**src/dwd_pkg.sv**
```systemverilog
// Package for the drivetrain wheel derivatives unit: register codes, reset
// values, fixed widths and the structs shared between the front, the queue
// and the back. No dependencies.
`default_nettype none

package dwd_pkg;

    // Configuration register indexes.
    typedef enum logic [2:0] {
        CFG_VEHICLE_MASS        = 3'd0,
        CFG_ACCEL_BIAS_FRONT    = 3'd1,
        CFG_BRAKE_BIAS_FRONT    = 3'd2,
        CFG_TIRE_RADIUS_FRONT   = 3'd3,
        CFG_TIRE_RADIUS_REAR    = 3'd4,
        CFG_INERTIA_FRONT       = 3'd5,
        CFG_INERTIA_REAR        = 3'd6,
        CFG_ACCEL_TIME_CONSTANT = 3'd7
    } t_cfg_idx;

    // Reset values of the configuration registers.
    localparam logic [31:0] RstVehicleMass      = 32'd52428800;
    localparam logic [16:0] RstAccelBiasFront   = 17'd32768;
    localparam logic [16:0] RstBrakeBiasFront   = 17'd39322;
    localparam logic [17:0] RstTireRadiusFront  = 18'd19661;
    localparam logic [17:0] RstTireRadiusRear   = 18'd19661;
    localparam logic [24:0] RstInertiaFront     = 25'd78643;
    localparam logic [24:0] RstInertiaRear      = 25'd78643;
    localparam logic [24:0] RstAccelTimeConst   = 25'd6554;

    // A bias of one in Q1.16, and the low-speed knee of 20 rad/s in Q15.16.
    localparam logic [16:0] BiasOne       = 17'd65536;
    localparam logic [33:0] LowSpeedKnee  = 34'd1310720;

    // Divider operand widths, the number of quotient bits and the number of front stages.
    localparam int WheelMagW  = 53;
    localparam int WheelDenW  = 43;
    localparam int AccelMagW  = 49;
    localparam int AccelDenW  = 25;
    localparam int DivStages  = 32;
    localparam int FrontStages = 6;

    typedef struct packed {
        logic [31:0] vehicle_mass;
        logic [16:0] accel_bias_front;
        logic [16:0] brake_bias_front;
        logic [17:0] tire_radius_front;
        logic [17:0] tire_radius_rear;
        logic [24:0] inertia_front;
        logic [24:0] inertia_rear;
        logic [24:0] accel_time_constant;
    } t_cfg;

    // One classified item: magnitudes, divisors, sign and stop flags for the
    // five divisions. Index 0 is front left, 1 front right, 2 rear left,
    // 3 rear right.
    typedef struct packed {
        logic [3:0][WheelMagW-1:0] mag_w;
        logic [3:0][WheelDenW-1:0] den_w;
        logic [3:0]                neg_w;
        logic [3:0]                stop_w;
        logic [AccelMagW-1:0]      mag_a;
        logic [AccelDenW-1:0]      den_a;
        logic                      neg_a;
    } t_job;

endpackage

`default_nettype wire

```
**src/dwd_queue.sv**
```systemverilog
// Short item queue between the front and the back of the drivetrain wheel
// derivatives unit. Depends on dwd_pkg.
`default_nettype none

module dwd_queue #(
    parameter int Depth = 2
) (
    input  wire            i_clk,
    input  wire            i_rst_n,
    input  wire            i_push,
    input  dwd_pkg::t_job  i_job,
    output logic           o_valid,
    output dwd_pkg::t_job  o_job,
    output logic           o_full
);
    import dwd_pkg::*;

    localparam int PtrW = $clog2(Depth);
    localparam int CntW = $clog2(Depth + 1);

    t_job            r_mem [Depth];
    logic [PtrW-1:0] r_wr, r_rd;
    logic [CntW-1:0] r_cnt;
    logic            pop;

    // The back has no stall, so the head leaves whenever there is one.
    assign pop     = (r_cnt != '0);
    assign o_valid = pop;
    assign o_job   = r_mem[r_rd];
    assign o_full  = (r_cnt == CntW'(Depth));

    // Pointers and fill count.
    always_ff @(posedge i_clk) begin
        if (!i_rst_n) begin
            r_wr  <= '0;
            r_rd  <= '0;
            r_cnt <= '0;
        end else begin
            if (i_push) begin
                r_wr <= (r_wr == PtrW'(Depth - 1)) ? '0 : r_wr + 1'b1;
            end
            if (pop) begin
                r_rd <= (r_rd == PtrW'(Depth - 1)) ? '0 : r_rd + 1'b1;
            end
            if (i_push && !pop) begin
                r_cnt <= r_cnt + 1'b1;
            end else if (!i_push && pop) begin
                r_cnt <= r_cnt - 1'b1;
            end
        end
    end

    // Item storage.
    always_ff @(posedge i_clk) begin
        if (i_push) begin
            r_mem[r_wr] <= i_job;
        end
    end

endmodule

`default_nettype wire

```
**config.mk**
```make
export PLATFORM = sky130hd
export DESIGN_NAME = dwd_queue
export DESIGN_NICKNAME = d
export VERILOG_FILES = /design/src/dwd_pkg.sv /design/src/dwd_queue.sv
export SDC_FILE = /design/constraint.sdc
export NUM_CORES = 1
export LEC_CHECK = 0
export BUFFER_PORTS_ARGS = -buffer_cell sky130_fd_sc_hd__buf_2
export CORE_AREA = 5 5 358 360
export CTS_BUF_LIST = sky130_fd_sc_hd__clkbuf_16
export CTS_CLUSTER_DIAMETER = 200
export DETAILED_ROUTE_END_ITERATION = 8
export DIE_AREA = 0 0 363 365
export SLEW_MARGIN = 20
export SYNTH_ARGS = -nofsm -noshare
export SYNTH_HDL_FRONTEND = slang
export SYNTH_SLANG_ARGS = --single-unit
```
**constraint.sdc**
```tcl
create_clock -name i_clk -period 43.7 [get_ports i_clk]
set_input_delay 6.555 -clock i_clk [delete_from_list [all_inputs] [get_ports i_clk]]
set_output_delay 6.555 -clock i_clk [all_outputs]
set_load 0.02 [all_outputs]
```
==> flow_summary_export.csv, run 1 <==
group,metric,value,unit
clock_tree,cts_tree,"built",
run_status,outcome,"finished clean",
clock_tree,cts_resized,0,
clock_tree,clockBufferDepth,3,
detailed_routing,vias,17900,
flow_run,drv_cap,0,
floorplanning,die_h,365,um
global_routing,grt_pass1_wl,129,mm
place,place.gp.congestion,0.837,
clock_tree,htreeDepth,3,
place,port_buffers,938,
timing,drv_slew,0,
setup_path,cp_num_buf_inv,5,
global_routing,grt_max_degree,152,
finish,fill_cells,11900,
setup_path,path_class,"reg2out",
clock_tree,cts-root-buf,"clkbuf_16",
timing,setup_viol,0,
floorplanning,die_w,363,um
logic_synthesis,syn_area_per_cell,23.1,um^2
clock_tree,ctsHoldBuffers,0,
finish,final_util,34.9,%
clock_tree,cts_sinks,939,
setup_path,max_stage_delay,0.75,ns
min_path,hold_path_class,"reg2reg",
clock_tree,post_cts_buffers,0,
floorplanning,coreArea,125000,um^2
setup_path,critPathCaptureType,"output pin",
detailed_routing,vias_per_cell,4.24,
power,power_density,57.5,nW/um^2
setup_path,r2r_cells,4,
logic_synthesis,synth_top_area_share,82.2,%
clock_tree,insertion_delay,0.69,ns
timing,fmax,86.3,MHz
logic_synthesis,ys_ff_latch,939,
clock_tree,cts_made_buffers,97,
logic_synthesis,syn-num-nets,1946,
setup_path,worst-r2r-setup-slack,39.69,ns
logic_synthesis,synth.distinct_cells,17,
detailed_routing,drtPass1Iterations,5,
detailed_routing,routedWlPerCell,22.0,um
detailed_routing,route.detailed.drc,0,
finish,final_nets,2949,
floorplanning,start_util,27.3,%
finish,layout-drive-gt1-share,61.1,%
setup_path,arrival,5.04,ns
timing,finalCritPeriodShare,26.5,%
detailed_routing,drtIter0Drc,965,
finish,area_growth,27.8,%
logic_synthesis,yosys.area.top_type,"edfxtp_1",
global_routing,overflow,0,
logic_synthesis,yosys-top-cells-area,"edfxtp_1 82%, mux2_2 15%, buf_6 1.4%",
timing,hold_violations,0,
logic_synthesis,syn_inst,1475,
power,p_leak,16.0,nW
logic_synthesis,yosys_warnings,0,
setup_path,start_kind,"flop",
logic_synthesis,ys_seq_area_share,82.5,%
power,peakVddDrop,0.0450,mV
place,dpl.hpwl,67.5,mm
setup_path,crit_path_top_delay_cell,"dfxtp_4",
finish,layout.area.seq,28200,um^2
timing,max_slew_margin,28.8,%
finish,multiInputGateArea,5380,um^2
timing,finClkSkew,0.0215,ns
floorplanning,die_area,132000,um^2
setup_path,worst-path-max-fanout,61,
setup_path,cp.required,37.15,ns
setup_path,cpMostUsedCell,"buf_4",
global_routing,grt_use_total,13.3,%
timing,timing.setup.tns,0,ns
logic_synthesis,syn_area,34100,um^2
min_path,min_path_cells,2,
floorplanning,rows,130,
global_routing,grt_pass1_vias,19000,
detailed_routing,drt-total-wl,93.1,mm
clock_tree,clk_pin_slew_worst_paths,0.06,ns
setup_path,crit_chain,"buf_4 -> buf_4 -> buf_4 -> buf_4 -> mux2_2 -> buf_2",
floorplanning,io_pins,939,
timing,worstMarginPinSlew,1.07,ns
global_routing,grt_antenna_before_repair,38,
setup_path,cp.depth,6,
timing,post-route-min-period,11.59,ns
setup_path,critical-path-top-delay-family,"buffers and inverters",
timing,rsz0062_at_grt,"false",
detailed_routing,drtAntennaViolNets,0,
## synthesized netlist by cell type
master    count
edfxtp_1    934
mux2_2      467
buf_6        41
clkbuf_8      8
dfxtp_1       5
and2_1        4
buf_2         3
nor2b_1       3
xnor2_1       2
a21boi_0      1
ha_1          1
inv_1         1
nor2_1        1
o21a_1        1
o21ai_0       1
or3_1         1
xor2_1        1
## tightest hold or removal path, stage by stage, from the launching register on
cell      delay [ns]
dfxtp_1         0.33
o21ai_0         0.07
a21boi_0        0.07
## placed cells by master (no fill, tap or decap), types with 3 or more instances in the layout
cell type | netlist | routed
diode_2 | 0 | 16
bufinv_16 | 0 | 7
inv_1 | 1 | 18
edfxtp_1 | 934 | 934
buf_4 | 0 | 15
inv_6 | 0 | 5
buf_2 | 3 | 938
clkinv_1 | 0 | 26
clkbuf_16 | 0 | 97
clkinv_2 | 0 | 23
dfxtp_1 | 5 | 4
buf_12 | 0 | 3
and2_1 | 4 | 3
mux2_2 | 467 | 467
## through the flow
step / std cells / hold WS (ns) / area, um^2 / power, mW / worst slack, ns
2_1_floorplan: 1475 / 0.473 / 34100 / 1.57 / 15.54
3_3_place_gp: 4029 / 0.484 / 40500 / 1.74 / 32.84
3_5_place_dp: 4029 / 0.511 / 40500 / 1.74 / 32.78
4_1_cts: 4211 / 0.519 / 43500 / 2.55 / 31.97
5_1_grt: 4219 / 0.575 / 43600 / 2.61 / 31.82
6_report: 4227 / 0.518 / 43600 / 2.51 / 32.11
## worst paths after layout
check / start / endpoint
max: flop / o_job[323]
min: r_cnt[1] / r_cnt[1]
max reg2reg: r_wr / r_mem[0][412]
min reg2reg: r_cnt[1] / r_cnt[1]
## sequential cells by signal, indices dropped and copies added (netlist names), named ones only
signal	count
r_wr	1
r_rd	1
r_mem	934
r_cnt	2
## layout make-up
type                            count  share of cell area (%)
Antenna cell                       16                  0.0919
Clock inverter                     85                    1.50
Sequential cell                   939                    64.6
Tap cell                         1650                    4.74
Timing Repair Buffer              956                    11.2
Multi-Input combinational cell    483                    12.3
Inverter                            1                 0.00861
Clock buffer                       97                    5.57
## layer usage
layer | up-vias | GRT usage (%) | routed length [um]
li1 | 7963 | - | -
met1 | 9021 | 14.7 | 33700
met5 | - | 0 | 215
met4 | 36 | 4.70 | 2530
met2 | 754 | 23.4 | 47600
met3 | 167 | 5.19 | 8960
## cells by family (layout without fill, tap and decap cells)
family	Yosys count	in the layout	share of synthesized area, %
adders and majority gates	1	1	0.0367
DFF	939	939	82.5
other	0	16	0
and+or+nand+nor	9	9	0.158
buffers and inverters	53	1139	1.73
xor gates and xnor gates	3	3	0.0770
AOI/OAI and AO/OA	3	3	0.0587
muxes	467	467	15.4
## power breakdown
group          switching [mW]  leakage, nW  internal, mW  total (mW)
sequential             0.0188         8.81          1.04        1.06
clock                   0.343         1.59         0.448       0.791
combinational           0.396         5.58         0.256       0.652
total                   0.758         16.0          1.75        2.51
Power figures use the tool's default switching activity.
==> run 2: changes to the inputs <==
Clock period 43.7 ns to 12 ns, I/O delays scaled along.
==> flow_summary_export.csv, run 2 (synthesis results as in run 1) <==
group,metric,value,unit
global_routing,grt_use_total,12.5,%
finish,mostFrequentLayoutCells,"938 x buf_2, 934 x edfxtp_1, 467 x mux2_2",
clock_tree,cts_tree,"built",
timing,setup_viol,0,
detailed_routing,drtPass1Iterations,4,
power,seq_power_share,43.0,%
finish,reg_top3,"r_mem (934), r_cnt (2)",
timing,worstMarginPinSlew,1.14,ns
timing,post-route-min-period,5.54,ns
finish,final_common_cell,"buf_2",
power,peakVddDrop,0.140,mV
finish,largest_reg_flops,934,
min_path,min_path_cells,2,
timing,max_slew_margin,24.0,%
timing,holdWs,0.523,ns
timing,setup_ws,6.46,ns
floorplanning,coreArea,125000,um^2
timing,timing.setup.tns,0,ns
detailed_routing,drtIter0Drc,1029,
timing,rsz0062_at_grt,"false",
flow_run,drv_cap,0,
place,place_area,40500,um^2
setup_path,critPathCaptureType,"output pin",
global_routing,grt_pass1_vias,18200,
detailed_routing,vias,17500,
floorplanning,die_area,132000,um^2
floorplanning,rows,130,
place,place_ws,7.11,ns
global_routing,overflow,0,
setup_path,arrival,3.74,ns
clock_tree,cts_resized,0,
power,swShare,30.2,%
timing,drv_slew,0,
clock_tree,cts-root-buf,"clkbuf_16",
floorplanning,die_w,363,um
setup_path,cp.required,10.20,ns
floorplanning,start_util,27.3,%
clock_tree,cts_sinks,939,
place,place_inst,4026,
power,p_leak,16.0,nW
floorplanning,io_pins,939,
finish,top_register,"r_mem",
setup_path,start_kind,"flop",
global_routing,grt_max_degree,153,
global_routing,grt_pass1_wl,121,mm
power,power_density,207,nW/um^2
place,dpl.hpwl,62.5,mm
detailed_routing,vias_per_cell,4.16,
power,power.switching,2.72,mW
clock_tree,cts_made_buffers,99,
finish,layout-drive-gt1-share,60.7,%
clock_tree,htreeDepth,3,
timing,hold_violations,0,
finish,area_growth,27.6,%
global_routing,grt_antenna_before_repair,39,
power,intPower,6.30,mW
setup_path,r2r_cells,3,
detailed_routing,drt-total-wl,88.2,mm
clock_tree,clk_pin_slew_worst_paths,0.05,ns
finish,final_area,43500,um^2
clock_tree,post_cts_buffers,0,
min_path,hold_path_class,"reg2reg",
timing,finalCritPeriodShare,46.1,%
finish,final_nets,2948,
detailed_routing,route.detailed.drc,0,
timing,finClkSkew,0.0163,ns
finish,final_util,34.9,%
setup_path,worst-r2r-setup-slack,8.95,ns
power,pwr-share-clk,31.0,%
power,power_frac_comb,26.0,%
detailed_routing,drtAntennaViolNets,0,
place,place.gp.congestion,0.807,
setup_path,path_class,"reg2out",
place,port_buffers,938,
clock_tree,clockBufferDepth,3,
run_status,outcome,"finished clean",
detailed_routing,routedWlPerCell,20.9,um
setup_path,worst-path-max-fanout,131,
finish,stdcell_count,4222,
power,total_power,9.02,mW
clock_tree,insertion_delay,0.68,ns
floorplanning,die_h,365,um
timing,fmax,181,MHz
clock_tree,ctsHoldBuffers,0,
-- run 2: path summary, 6_finish.rpt --
| check | to | startpoint |
|---|---|---|
| max | o_job[408] | flop |
| min | r_cnt[1] | r_cnt[1] |
| max reg2reg | r_mem[0][352] | r_wr |
| min reg2reg | r_cnt[1] | r_cnt[1] |
-- run 2: cell type report --
cell class,count,area [um^2]
diodes,15,37.5
repair buffers,953,4880
well taps,1650,2060
clock buffers,100,2500
multi-input cells,483,5380
clock inverters,81,505
inverters,1,3.75
flip-flops and latches,939,28200
fillers,11900,81200
-- run 2: layer usage --
| layer | global-route usage [%] | part of all wire, % | vias to the layer above |
|---|---|---|---|
| met5 | 0 | 0.15 | - |
| met3 | 5.11 | 9.6 | 157 |
| met1 | 13.8 | 37 | 8703 |
| li1 | - | - | 7978 |
| met2 | 21.6 | 51 | 686 |
| met4 | 4.74 | 2.9 | 20 |
-- run 2: critical path, stage by stage, from the launching register on --
cell and delay, ns:
dfxtp_4 0.87, buf_4 0.77, buf_12 0.49, mux2_2 0.43
buf_2 0.17
-- run 2: power groups by stage --
stage / sequential, mW / combinational (mW) / clock (mW)
6_report: 3.88 / 2.34 / 2.80
5_1_grt: 3.89 / 2.47 / 3.04
4_1_cts: 3.88 / 2.39 / 2.90
3_3_place_gp: 3.94 / 2.37 / 0
3_5_place_dp: 3.95 / 2.38 / 0
2_1_floorplan: 3.93 / 1.71 / 0
